[src/rtl/pus_udiv.sv]
// Pipelined restoring divider, one quotient bit per stage.
// Depends on nothing; needs rem0 < dvs for an exact quotient.
module pus_udiv #(
  parameter int DW = 32,
  parameter int QW = 17
) (
  input  logic          clk,
  input  logic [DW-1:0] rem0,
  input  logic [QW-1:0] dvd,
  input  logic [DW-1:0] dvs,
  output logic [QW-1:0] quo
);

  logic [DW-1:0] rem   [QW+1];
  logic [QW-1:0] bits  [QW+1];
  logic [QW-1:0] qacc  [QW+1];
  logic [DW-1:0] dvs_s [QW+1];

  assign rem[0]   = rem0;
  assign bits[0]  = dvd;
  assign qacc[0]  = '0;
  assign dvs_s[0] = dvs;

  for (genvar i = 0; i < QW; i++) begin : g_stage
    logic [DW:0] t;
    logic        ge;
    always_comb begin
      t  = {rem[i], bits[i][QW-1]};
      ge = (t >= {1'b0, dvs_s[i]});
    end
    always_ff @(posedge clk) begin
      rem[i+1]   <= ge ? DW'(t - {1'b0, dvs_s[i]}) : t[DW-1:0];
      bits[i+1]  <= bits[i] << 1;
      qacc[i+1]  <= QW'({qacc[i], ge});
      dvs_s[i+1] <= dvs_s[i];
    end
  end

  assign quo = qacc[QW];

endmodule

[config.mk]
export PLATFORM = sky130hd
export DESIGN_NAME = pus_udiv
export DESIGN_NICKNAME = d
export VERILOG_FILES = /design/src/rtl/pus_udiv.sv
export SDC_FILE = /design/constraint.sdc
export NUM_CORES = 2
export LEC_CHECK = 0
export ABC_AREA = 0
export BUFFER_PORTS_ARGS = -buffer_cell sky130_fd_sc_hd__buf_2
export CORE_AREA = 2 2 257 449
export DETAILED_ROUTE_END_ITERATION = 8
export DIE_AREA = 0 0 259 451
export PLACE_DENSITY = 0.82
export SLEW_MARGIN = 30
export SYNTH_ARGS = -nofsm -noshare
export SYNTH_HDL_FRONTEND = slang
export SYNTH_SLANG_ARGS = --single-unit
[constraint.sdc]
create_clock -name clk -period 6.6 [get_ports clk]
set_input_delay 1.65 -clock clk [delete_from_list [all_inputs] [get_ports clk]]
set_output_delay 1.65 -clock clk [all_outputs]
set_load 0.02 [all_outputs]
# After elaboration in Yosys (flattened, before gate mapping)
# Cells that the tools add are included.
word_totals:
  register_bits: 1313
  input_bits: 82
  output_inout_bits: 17
  elab_cells: 114
op_classes:
  n_addsub: 16
  n_lt_le_gt_ge: 17
  muxes: 16
ops:
  columns: ["operator", "n"]
  rows:
  - ["greater-or-equal comparator 33 x 32 -> 1 bit", 17]
  - ["two-way mux 32 bit", 16]
  - ["subtractor 32 bit", 16]

# Depth between registers and ports, before layout
logic_depth:
  word_depth: 2
  ltp_mapped: 15

# Least setup slack after synthesis
# OpenSTA, ideal clock, no wires.
synth_timing:
  path_kind: "input -> register"
  start: "input port dvs[1]"
  end: "register rem (netlist bit g_stage[1].t[25])"
  arrival_time_ns: 4.060
  required_ns: 6.479
  slack_ns: 2.419
  cell_stages: 14
  n_path_buf: 2
  cell_sequence: "inv_1 > ha_1 > nor2b_1 > o211ai_1 > a21boi_0 > o21ai_0 > a21bo_2 > a21bo_2 > o41ai_1 > a221oi_1 > o21a_1 > buf_6 > buf_6 > mux2_2"
synth_between:
  elab_chain_len: 2
  word_cells_on_any_way: 3
  cone_classes: "1 x add/sub; 1 x order compare; 1 x mux"
synth_rtl:
  columns: ["item", "line", "source"]
  rows:
  - ["start: declaration", "10", "input logic [DW-1:0] dvs,"]
  - ["subtractor 32 bit / greater-or-equal comparator 33 x 32 -> 1 bit (equally long branches)", "32, 29", null]
  - ["two-way mux 32 bit (*)", "32", "rem[i+1] <= ge ? DW'(t - {1'b0, dvs_s[i]}) : t[DW-1:0];"]
  - ["end signal: indexed assignment", "32", null]
  - ["end: declaration", "14", "logic [DW-1:0] rem [QW+1];"]
# Every way passes the cells marked *; elsewhere a longest branch is shown, timed or not.

# Worst setup path in the final report
layout_timing:
  start: "register rem (netlist bit g_stage[5].t[26])"
  end: "register rem (netlist bit g_stage[6].t[4])"
layout_between:
  elab_chain_len: 2
layout_rtl:
  columns: ["item", "line", "source"]
  rows:
  - ["greater-or-equal comparator 33 x 32 -> 1 bit", "29", "ge = (t >= {1'b0, dvs_s[i]});"]
  - ["two-way mux 32 bit", "32", null]
# Every way passes these cells.

==> flow_summary.toml <==
[status]
status = "complete, no violations"

[sta]
fin_crit_ns = 4.37
fmax_mhz = 229
grt_setup_unrepaired = "false"
setup_slack_ns = 2.23
setup_viol = 0
skew_ns = 0.0303
maxSlewViolCount = 0
period_share = 0.662
maxSlewHeadroom = 0.288
fin_tns_setup_ns = 0
worst_pin_slew_ns = 1.06
timing.hold.ws_ns = 0.305
hold_viol = 0

[finish]
design_area_sq_um = 66800
nNetsFinal = 7259
fillers = 9657
area_growth_pct = 10.1
drive_above_1_share = 0.0856

[clock_tree]
cts_buffers = 116
clock_latency_ns = 0.77
clockBufferDepth = 3
clock-sinks = 1313
htreeDepth = 3
hold_buffers = 0
clkTransAtPathRegs_ns = 0.07
root_buffer = "clkbuf_16"
postCtsSetupBuffers = 0
cts_tree = "done"
cts_resized = 0

[yosys]
ys_types = 93
syn-mean-instance-area_sq_um = 9.28
yosysTopAreaCell = "dfxtp_1"
ys_async_sr_fraction = 0
synth_ff_type = "dfxtp_1"
synth_fp_nets = 7188
yosysWarnings = 0
netlist_top_cells_area = "dfxtp_1 (43%), ha_1 (11%), a21oi_1 (4.3%)"
ys_seq_area_frac = 0.433
yosysTopAreaCellShare = 0.433
synth_edf_count = 0
yosysMostFrequentCell = "dfxtp_1"
synth_cells = 6546
synthTopCellsByCount = "dfxtp_1 (1,313), inv_1 (688), ha_1 (544)"
postSynthRegisterBits = 1313
syn_area_sq_um = 60700

[placed_design]
pre_cts_ws_ns = 1.61
dpl_cell_area_sq_um = 62600
io_buffers = 98
place.gp.congestion = 1.02
hpwl_microns = 128000

[setup_path]
cp-start-kind = "register"
crit_path_end = "g_stage[6].t[4]"
crit_path_end_kind = "register"
arrival_ns = 5.01
ff2ff_path_depth = 10
worstReg2RegEnd = "g_stage[6].t[4]"
crit_path_start = "g_stage[5].t[26]"
critPathKind = "register to register"
rr_startpoint = "g_stage[5].t[26]"
worstPathRequired_ns = 7.24
path_max_fanout = 63
r2r_slack_ns = 2.23

[route]
drt_pass1_iterations = 5
drt_iter0_drc = 1996
postRouteAntennaNets = 0
drt_wl_total_microns = 160000
vias = 46300
routedWlPerCell_microns = 19.4
drc = 0
vias_per_cell = 5.61

[die]
core_area_sq_um = 113000
dieArea_sq_um = 117000
die_x_microns = 259
pin_count = 99
initial_core_util = 0.535
rows = 164
die_height_microns = 451

[global_routing]
grt_usage = 0.270
grt_max_degree = 64
grt_overflow_total = 0
antenna_found_initial = 7
grt_pass1_wl_microns = 246000
grt_pass1_vias = 48900

[run]
drv_cap = 0

[power_and_ir_drop]
total_power_mw = 38.2
ir_drop_uv = 301
p_leak_nw = 31.5
power.density_nw_per_um2 = 572

[worst_hold_path]
min_path_cells = 0
hold_path.class = "register to register"
kinds of logic (layout without fill, tap and decap cells):
logic type,after synthesis,count (layout),synth area share
AOI/OAI and AO/OA,1756,1756,0.182
xor gates and xnor gates,431,431,0.0622
adders and majority gates,560,560,0.117
buffers and inverters,860,1031,0.0562
DFF,1313,1313,0.433
muxes,212,212,0.0389
other,0,39,0
and+or+nand+nor,1414,1414,0.110
worst min path at each step:
stage,startpoint,endpoint,slack [ns]
after CTS,bits[262],bits[246],0.30
after detailed placement,bits[165],bits[149],0.31
after global routing,bits[247],bits[231],0.31
after floorplan,bits[116],bits[100],0.31
after global placement,bits[149],bits[133],0.31
final,bits[262],bits[246],0.30
layer usage:
layer / routed length (microns) / share of wire / global-route usage
met1: 44300 / 0.28 / 0.181
met2: 89900 / 0.56 / 0.559
met3: 4620 / 0.029 / 0.0379
met4: 20800 / 0.13 / 0.304
met5: 0 / 0 / 0
worst max-delay path: stages, from the launching register on:
cell and delay (ns):
dfxtp_1 0.37, ha_1 0.44, nand2_1 0.16, nor2_1 0.71, nand4_1 0.63, o31ai_1 0.73, a21o_1 0.22, a21o_1 0.16
a221oi_4 0.07, buf_4 0.33, mux2_2 0.36
cells in the final DEF, fill, tap and decap left out, types with 39 or more instances in the layout:
cell,count
xnor2_1,239
dfxtp_1,1313
clkbuf_16,116
o21bai_1,60
nor3_1,70
nand2_1,494
diode_2,39
mux2_2,167
nand3_1,100
a21o_1,316
nor2b_1,74
o21ai_0,428
inv_1,688
nand4_1,81
nand2b_1,60
o21a_1,63
and3_1,52
nor2_1,334
a31oi_1,64
buf_2,98
a21oi_1,520
xor2_1,192
ha_1,544
stage by stage:
stage | utilization | cells
after floorplan | - | 6546
after CTS | 0.588 | 8210
after detailed placement | 0.551 | 7992
after global routing | 0.589 | 8241
after global placement | 0.551 | 7992
final | 0.589 | 8250
report_power, final:
group	internal (mW)	switching, mW	leakage [nW]
combinational	8.10	11.3	18.4
sequential	10.4	1.18	11.1
clock	4.11	3.14	2.01
total	22.6	15.6	31.5
state kept, by name (all words and copies together), names as in the netlist:
| register | flops |
|---|---|
| g_stage.t | 512 |
| qacc | 136 |
| quo | 17 |
| bits | 136 |
| dvs_s | 512 |
final cells by class:
type | instances | area (sq um) | area share
Antenna cell | 39 | 97.6 | 0.00146
Tap cell | 1494 | 1870 | 0.0280
Inverter | 688 | 2580 | 0.0386
Timing Repair Buffer | 125 | 706 | 0.0106
Clock inverter | 66 | 876 | 0.0131
Multi-Input combinational cell | 4373 | 31200 | 0.466
Sequential cell | 1313 | 26300 | 0.393
Clock buffer | 152 | 3260 | 0.0487
Note: power is estimated with default switching activity, not from simulation.
