$ cat config.mk
export PLATFORM = sky130hd
export DESIGN_NAME = pus_isqrt
export DESIGN_NICKNAME = d
export VERILOG_FILES = /design/src/rtl/pus_pkg.sv /design/src/rtl/pus_isqrt.sv
export SDC_FILE = /design/constraint.sdc
export NUM_CORES = 2
export LEC_CHECK = 0
export BUFFER_PORTS_ARGS = -buffer_cell sky130_fd_sc_hd__buf_4
export CAP_MARGIN = 20
export CORE_UTILIZATION = 58
export CTS_CLUSTER_SIZE = 14
export DETAILED_ROUTE_END_ITERATION = 10
export PLACE_DENSITY = 0.74
export SLEW_MARGIN = 10
export SYNTH_ARGS = -nofsm -noshare
export SYNTH_HDL_FRONTEND = slang
export SYNTH_SLANG_ARGS = --single-unit
$ cat constraint.sdc
create_clock -name clk -period 5.6 [get_ports clk]
set_clock_uncertainty 0.15 [all_clocks]
set_input_delay 1.12 -clock clk [delete_from_list [all_inputs] [get_ports clk]]
set_output_delay 1.12 -clock clk [all_outputs]
set_load 0.01 [all_outputs]
$ cat src/rtl/pus_pkg.sv
// Package for the particle update step pipeline.
// Holds shared constants, stage counts and the side-band struct; no dependencies.
package pus_pkg;

  localparam int FRAC_BITS_DEF = 16;

  // Pipeline stage counts
  localparam int SQRT_STAGES = 32;   // one root bit per stage
  localparam int VDIV_STAGES = 63;   // one quotient bit per stage, 63-bit magnitudes
  localparam int PUS_STAGES  = 102;  // input edge to output register

  // Data that rides alongside the long arithmetic units
  typedef struct packed {
    logic        alive;
    logic [31:0] new_age;
    logic        life_zero;
    logic        nz;        // velocity nonzero
    logic [63:0] pos;
    logic [63:0] vel;
    logic [31:0] dt;
    logic [31:0] ang;       // final angle, already selected for dead particles
    logic [3:0]  sgn;       // signs of vx*ra, vy*ta, vy*ra, vx*ta
    logic [63:0] colours;
    logic [63:0] ss;
    logic [63:0] es;
  } side_t;

endpackage

$ cat src/rtl/pus_isqrt.sv
// Pipelined integer square root of a 64-bit word, one root bit per stage.
// Depends on pus_pkg for the stage count.
module pus_isqrt
  import pus_pkg::*;
(
  input  logic        clk,
  input  logic [63:0] x,
  output logic [31:0] root
);

  logic [33:0] rem  [SQRT_STAGES+1];
  logic [63:0] xs   [SQRT_STAGES+1];
  logic [31:0] racc [SQRT_STAGES+1];

  assign rem[0]  = '0;
  assign xs[0]   = x;
  assign racc[0] = '0;

  for (genvar i = 0; i < SQRT_STAGES; i++) begin : g_stage
    logic [35:0] t;
    logic [35:0] trial;
    logic        ge;
    always_comb begin
      t     = {rem[i], xs[i][63:62]};
      trial = {2'b00, racc[i], 2'b01};
      ge    = (t >= trial);
    end
    always_ff @(posedge clk) begin
      rem[i+1]  <= ge ? 34'(t - trial) : t[33:0];
      xs[i+1]   <= xs[i] << 2;
      racc[i+1] <= {racc[i][30:0], ge};
    end
  end

  assign root = racc[SQRT_STAGES];

endmodule

### Word level (Yosys, flattened, before mapping)

Index checks and enable logic that the tools add are counted.

| cells by class | value |
|---|---|
| order comparisons | 32 |
| multiplexer cells | 31 |
| $add $sub $neg | 31 |

Operator list:

| operator | count |
|---|---|
| 34-bit two-way mux | 30 |
| 36-bit by 10-bit greater-or-equal comparator with 1-bit output | 1 |
| 36-bit by 11-bit greater-or-equal comparator with 1-bit output | 1 |
| 36-bit by 12-bit greater-or-equal comparator with 1-bit output | 1 |
| 36-bit by 13-bit greater-or-equal comparator with 1-bit output | 1 |
| 36-bit by 14-bit greater-or-equal comparator with 1-bit output | 1 |
| 36-bit by 15-bit greater-or-equal comparator with 1-bit output | 1 |
| 36-bit by 16-bit greater-or-equal comparator with 1-bit output | 1 |
| 36-bit by 17-bit greater-or-equal comparator with 1-bit output | 1 |
| 36-bit by 18-bit greater-or-equal comparator with 1-bit output | 1 |
| 36-bit by 19-bit greater-or-equal comparator with 1-bit output | 1 |
| 36-bit by 20-bit greater-or-equal comparator with 1-bit output | 1 |
| 36-bit by 21-bit greater-or-equal comparator with 1-bit output | 1 |
| 36-bit by 22-bit greater-or-equal comparator with 1-bit output | 1 |
| 36-bit by 23-bit greater-or-equal comparator with 1-bit output | 1 |
| 36-bit by 24-bit greater-or-equal comparator with 1-bit output | 1 |
| 36-bit by 25-bit greater-or-equal comparator with 1-bit output | 1 |
| 36-bit by 26-bit greater-or-equal comparator with 1-bit output | 1 |
| 36-bit by 27-bit greater-or-equal comparator with 1-bit output | 1 |
| 36-bit by 28-bit greater-or-equal comparator with 1-bit output | 1 |
| 36-bit by 29-bit greater-or-equal comparator with 1-bit output | 1 |
| 36-bit by 3-bit greater-or-equal comparator with 1-bit output | 1 |
| 36-bit by 30-bit greater-or-equal comparator with 1-bit output | 1 |
| 36-bit by 31-bit greater-or-equal comparator with 1-bit output | 1 |
| 41 further kinds | 41 |

| storage, ports and cells | value |
|---|---|
| bits in registers | 2543 |
| output and inout bits | 32 |
| bits of input ports | 65 |

### Longest topological paths before layout

| logic depth | value |
|---|---|
| depth after elaboration | 2 |
| depth in mapped cells | 15 |

### Worst setup path before layout

Ideal clock, no wire load.

| path | value |
|---|---|
| path type | reg-to-reg |
| start | register racc (netlist bit g_stage[22].trial[2]) |
| end | register rem (netlist bit g_stage[23].t[22]) |
| path buffers | 2 |
| arrival time | 2.997 ns |
| path slack | 2.320 ns |
| stages on the path, launching flop included | 15 |
| setup time | 0.132 ns |
| path through | dfxtp_1 > inv_1 > ha_1 > nor2b_1 > o21ai_0 > nand2b_1 > a2111o_1 > a221o_1 > nor2b_1 > nor2_1 > inv_1 > clkbuf_1 > clkbuf_1 > nor2_1 > a21oi_1 |

| between the ends | value |
|---|---|
| cells in the longest elaborated chain, start to end | 2 |
| elaborated cells on any way between the ends | 3 |
| those cells by class | add/sub: 1; order compare: 1; mux: 1 |

Ends and longest elaborated chain:

| item | RTL line | RTL |
|---|---|---|
| from (decl) | pus_isqrt.sv:13 | `logic [31:0] racc [SQRT_STAGES+1];` |
| from (signal, indexed assignment) | pus_isqrt.sv:31 | `racc[i+1] <= {racc[i][30:0], ge};` |
| 34-bit by 24-bit subtractor with 34-bit output / 36-bit by 24-bit greater-or-equal comparator with 1-bit output (equally long branches) | pus_isqrt.sv:29, pus_isqrt.sv:26 |  |
| 34-bit two-way mux (*) | pus_isqrt.sv:29 | `rem[i+1] <= ge ? 34'(t - trial) : t[33:0];` |
| to (signal, indexed assignment) | pus_isqrt.sv:29 |  |
| to (decl) | pus_isqrt.sv:11 | `logic [33:0] rem [SQRT_STAGES+1];` |

Every way passes the cells marked *; elsewhere a longest branch is shown, timed or not.
A chain may end at the register's enable or synchronous reset.

### Final worst setup path

| path | value |
|---|---|
| start | register rem (netlist bit g_stage[11].t[22]) |
| end | register rem (netlist bit g_stage[12].t[27]) |

| between the ends | value |
|---|---|
| cells in the longest elaborated chain, start to end | 2 |
| elaborated cells on any way between the ends | 3 |
| those cells by class | add/sub: 1; order compare: 1; mux: 1 |

Ends and longest elaborated chain:

| item | RTL line |
|---|---|
| 34-bit by 13-bit subtractor with 34-bit output / 36-bit by 13-bit greater-or-equal comparator with 1-bit output (equally long branches) | pus_isqrt.sv:29, pus_isqrt.sv:26 |
| 34-bit two-way mux (*) | pus_isqrt.sv:29 |

Marked as above.

==> run_summary.xml <==
<?xml version="1.0" encoding="UTF-8"?>
<metrics>
  <group name="critical_path">
    <metric name="crit_fanout" unit="">29</metric>
    <metric name="data_required_critical_path" unit="ns">6.22</metric>
    <metric name="critical_path_buf_inv_count" unit="">0</metric>
    <metric name="timing.critical_path.max_delay_family" unit="">simple AND/OR/NAND/NOR gates</metric>
    <metric name="worst-r2r-cell-count" unit="">8</metric>
    <metric name="critical-path-max-stage-delay" unit="ns">0.77</metric>
    <metric name="critical_path_arrival" unit="ns">4.66</metric>
    <metric name="crit_path_cell_trace" unit="">or3_1 -&gt; nor3_2 -&gt; nor4b_1 -&gt; nand3_1 -&gt; or3b_1 -&gt; a2111o_1 -&gt; and3_1 -&gt; a32o_1</metric>
    <metric name="worst_path_max_delay_cell" unit="">sky130_fd_sc_hd__a2111o_1</metric>
    <metric name="endpoint_kind" unit="">flip-flop</metric>
    <metric name="path_class" unit="">reg2reg</metric>
    <metric name="critical_path.startpoint_type" unit="">flip-flop</metric>
    <metric name="crit_cells" unit="">8</metric>
  </group>
  <group name="pwr">
    <metric name="power_density" unit="mW/mm²">454</metric>
    <metric name="ir_worst_vdd" unit="V">0.000381</metric>
    <metric name="leakage" unit="nW">48.6</metric>
    <metric name="totalPowerFinal" unit="W">0.0471</metric>
  </group>
  <group name="timing">
    <metric name="max_freq" unit="MHz">248</metric>
    <metric name="fin_setup_tns" unit="ns">0</metric>
    <metric name="rsz_0062_raised_after_global_routing" unit="">false</metric>
    <metric name="max_slew_margin" unit="">0.300</metric>
    <metric name="final.setup.worst_slack" unit="ns">1.56</metric>
    <metric name="period_minus_slack" unit="ns">4.04</metric>
    <metric name="timing.final.crit_share" unit="">0.721</metric>
    <metric name="slew_viol_final" unit="">0</metric>
    <metric name="setup_viol" unit="">0</metric>
    <metric name="hold_violations" unit="">0</metric>
    <metric name="max_slew.worst_pin.slew" unit="ns">1.05</metric>
  </group>
  <group name="placed_design">
    <metric name="dpl_worst_slack" unit="ns">1.60</metric>
    <metric name="post-dp-hpwl" unit="µm">147000</metric>
    <metric name="finalWeightedCongestion" unit="">0.914</metric>
    <metric name="place.port_buffers" unit="">96</metric>
    <metric name="placement.cell_area" unit="mm²">0.0955</metric>
  </group>
  <group name="hold_path">
    <metric name="min-delay-path-class" unit="">reg2reg</metric>
    <metric name="min_path_cells" unit="">0</metric>
  </group>
  <group name="clock_network">
    <metric name="cts_tree" unit="">yes</metric>
    <metric name="postCtsHoldBufs" unit="">0</metric>
    <metric name="tritoncts.num_buffers" unit="">234</metric>
    <metric name="postCtsResizedCells" unit="">0</metric>
    <metric name="clkLatencyLatePin" unit="ns">0.88</metric>
    <metric name="postCtsSetupRepairBufs" unit="">0</metric>
    <metric name="cts_sinks" unit="">2523</metric>
    <metric name="clk_root_buffer_cell" unit="">sky130_fd_sc_hd__clkbuf_16</metric>
    <metric name="ctsLongestPathBuffers" unit="">3</metric>
    <metric name="htree_levels" unit="">4</metric>
    <metric name="cts.reportedPaths.clkPinSlew" unit="ns">0.07</metric>
  </group>
  <group name="route">
    <metric name="routed-via-count" unit="">63500</metric>
    <metric name="post_drt_via_cell_ratio" unit="">5.48</metric>
    <metric name="antenna_left" unit="">0</metric>
    <metric name="drt_pass1_iterations" unit="">6</metric>
    <metric name="drt_iter0_markers" unit="">4116</metric>
    <metric name="drc" unit="">0</metric>
    <metric name="drt_wl_total" unit="µm">197000</metric>
    <metric name="drt-wirelength-per-cell" unit="µm">17.0</metric>
  </group>
  <group name="final_layout">
    <metric name="final_design_area_no_fill" unit="mm²">0.104</metric>
    <metric name="synthesis_to_layout_area_growth" unit="%">11.9</metric>
    <metric name="share_of_layout_cells_above_drive_strength_1" unit="">0.0697</metric>
    <metric name="final_net_count" unit="">9957</metric>
  </group>
  <group name="logic_synthesis">
    <metric name="async_sr_flop_fraction" unit="">0</metric>
    <metric name="synth_seq_area_share" unit="">0.545</metric>
    <metric name="synth_cells" unit="">9150</metric>
    <metric name="mappedNetlistArea" unit="mm²">0.0926</metric>
    <metric name="synth.distinct_cells" unit="">97</metric>
    <metric name="syn-mean-instance-area" unit="µm²">10.1</metric>
    <metric name="yosys_register_bits" unit="">2523</metric>
    <metric name="synth-edff-count" unit="">0</metric>
    <metric name="yosys_warning_count" unit="">0</metric>
    <metric name="postSynth.topFlopCell" unit="">sky130_fd_sc_hd__dfxtp_1</metric>
    <metric name="syn-num-nets" unit="">9777</metric>
  </group>
  <group name="die">
    <metric name="die_height" unit="µm">402</metric>
    <metric name="start_util" unit="">0.585</metric>
    <metric name="chipWidth" unit="µm">402</metric>
    <metric name="core.rowCount" unit="">146</metric>
    <metric name="top_level_ports" unit="">97</metric>
    <metric name="placeableCoreArea" unit="mm²">0.158</metric>
    <metric name="fp.dieArea" unit="mm²">0.161</metric>
  </group>
  <group name="global_route">
    <metric name="vias_in_the_first_global_route" unit="">62800</metric>
    <metric name="global_route_wire_length_before_repair" unit="µm">318000</metric>
    <metric name="gr-total-overflow" unit="">0</metric>
    <metric name="grt.met3_usage" unit="">0.0347</metric>
    <metric name="grt_antenna_before_repair" unit="">5</metric>
    <metric name="grt_util_met1" unit="">0.290</metric>
    <metric name="gr-usage-met2" unit="">0.433</metric>
    <metric name="track_usage" unit="">0.241</metric>
    <metric name="grt_max_degree" unit="">55</metric>
    <metric name="globalRoute.busiestLayer" unit="">met2</metric>
  </group>
  <group name="outcome">
    <metric name="run_status" unit="">finished, final reports clean</metric>
  </group>
  <group name="job">
    <metric name="max_cap_violations" unit="">0</metric>
  </group>
</metrics>
[kinds of logic after synthesis]
logic type      share of synthesized area
flops                               0.545
simple gates                        0.128
compound gates                      0.124
buf+inv                            0.0372
xor+xnor                           0.0798
fa+ha+maj                          0.0759
mux                               0.00969
other cells                     0.0000405
[cell usage after synthesis (all sizes together) (10+ instances only)]
| cell | count | area [µm²] |
|---|---|---|
| a2111oi | 21 | 210 |
| a211o | 15 | 131 |
| a211oi | 53 | 403 |
| a21boi | 15 | 113 |
| a21o | 231 | 1730 |
| a21oi | 571 | 2860 |
| a311oi | 13 | 120 |
| a31o | 12 | 105 |
| a31oi | 45 | 282 |
| and2 | 25 | 156 |
| and3 | 58 | 363 |
| and4 | 14 | 123 |
| buf | 24 | 109 |
| clkbuf | 159 | 597 |
| dfxtp | 2523 | 50500 |
| ha | 562 | 7030 |
| inv | 727 | 2730 |
| mux2 | 69 | 777 |
| mux2i | 12 | 120 |
| nand2 | 650 | 2440 |
| nand2b | 98 | 613 |
| nand3 | 156 | 786 |
| nand3b | 28 | 223 |
| nand4 | 103 | 644 |
| nand4b | 17 | 149 |
| nor2 | 534 | 2010 |
| nor2b | 81 | 507 |
| nor3 | 234 | 1180 |
| nor3b | 12 | 90.1 |
| nor4 | 133 | 832 |
| nor4b | 18 | 158 |
| o2111ai | 10 | 93.8 |
| o211ai | 36 | 270 |
| o21a | 91 | 683 |
| o21ai | 481 | 2410 |
| o21bai | 62 | 465 |
| o22ai | 14 | 87.6 |
| o31a | 15 | 131 |
| o31ai | 58 | 435 |
| o41ai | 10 | 87.6 |
| or2 | 35 | 219 |
| or3 | 104 | 656 |
| or4 | 65 | 495 |
| xnor2 | 425 | 3720 |
| xor2 | 419 | 3670 |
[per-stage QoR]
stage / hold WS, ns / util / instances
2_1_floorplan: 0.160 / - / 9150
3_3_place_gp: 0.160 / 0.603 / 11200
3_5_place_dp: 0.162 / 0.603 / 11200
4_1_cts: 0.127 / 0.654 / 11600
5_1_grt: 0.142 / 0.654 / 11600
6_report: 0.140 / 0.654 / 11600
[final timing paths]
| path | start | to | slack [ns] |
|---|---|---|---|
| setup / recovery | g_stage[11].t[22] | g_stage[12].t[27] | 1.56 |
| hold / removal | xs[1677] | xs[1615] | 0.14 |
| setup reg to reg | g_stage[11].t[22] | g_stage[12].t[27] | 1.56 |
| hold reg to reg | xs[1677] | xs[1615] | 0.14 |
[state kept, by name, summed over array words and instances (netlist names)]
register       flops
root              32
xs               930
g_stage.trial    496
g_stage.t       1065
[layer usage]
| metal | vias to the layer above | part of all wire | wire, µm |
|---|---|---|---|
| met4 | 2 | 0.034 | 6670 |
| li1 | 31700 | - | - |
| met1 | 29800 | 0.43 | 83900 |
| met2 | 1495 | 0.50 | 98500 |
| met3 | 462 | 0.041 | 8060 |
| met5 | - | 0.000046 | 9 |
[layout by cell type, fill, tap and decap left out, types with 155 or more instances in the layout]
cell                        Yosys  final
sky130_fd_sc_hd__dfxtp_1     2523   2523
sky130_fd_sc_hd__inv_1        725    725
sky130_fd_sc_hd__nand2_1      650    650
sky130_fd_sc_hd__a21oi_1      571    569
sky130_fd_sc_hd__ha_1         562    562
sky130_fd_sc_hd__nor2_1       532    532
sky130_fd_sc_hd__o21ai_0      476    476
sky130_fd_sc_hd__xnor2_1      425    425
sky130_fd_sc_hd__xor2_1       419    419
sky130_fd_sc_hd__clkbuf_16      0    234
sky130_fd_sc_hd__a21o_1       231    231
sky130_fd_sc_hd__nor3_1       233    231
sky130_fd_sc_hd__nand3_1      155    155
[report_power, final]
| part | internal [W] | switching, W |
|---|---|---|
| clock network | 0.00932 | 0.00679 |
| registers | 0.0209 | 0.00228 |
| logic | 0.00340 | 0.00434 |
| total | 0.0336 | 0.0134 |
[cell type report]
| type | instances | area (µm²) |
|---|---|---|
| fill | 12400 | 54800 |
| sequential | 2523 | 50500 |
| multi-input combinational | 5716 | 38700 |
| clock buffer | 320 | 6700 |
| inverter | 728 | 2740 |
| tap | 2072 | 2590 |
| clock inverter | 94 | 1340 |
| timing repair buffer | 127 | 998 |
| antenna | 1 | 2.50 |
No activity file was read; power rests on OpenSTA's default activity.
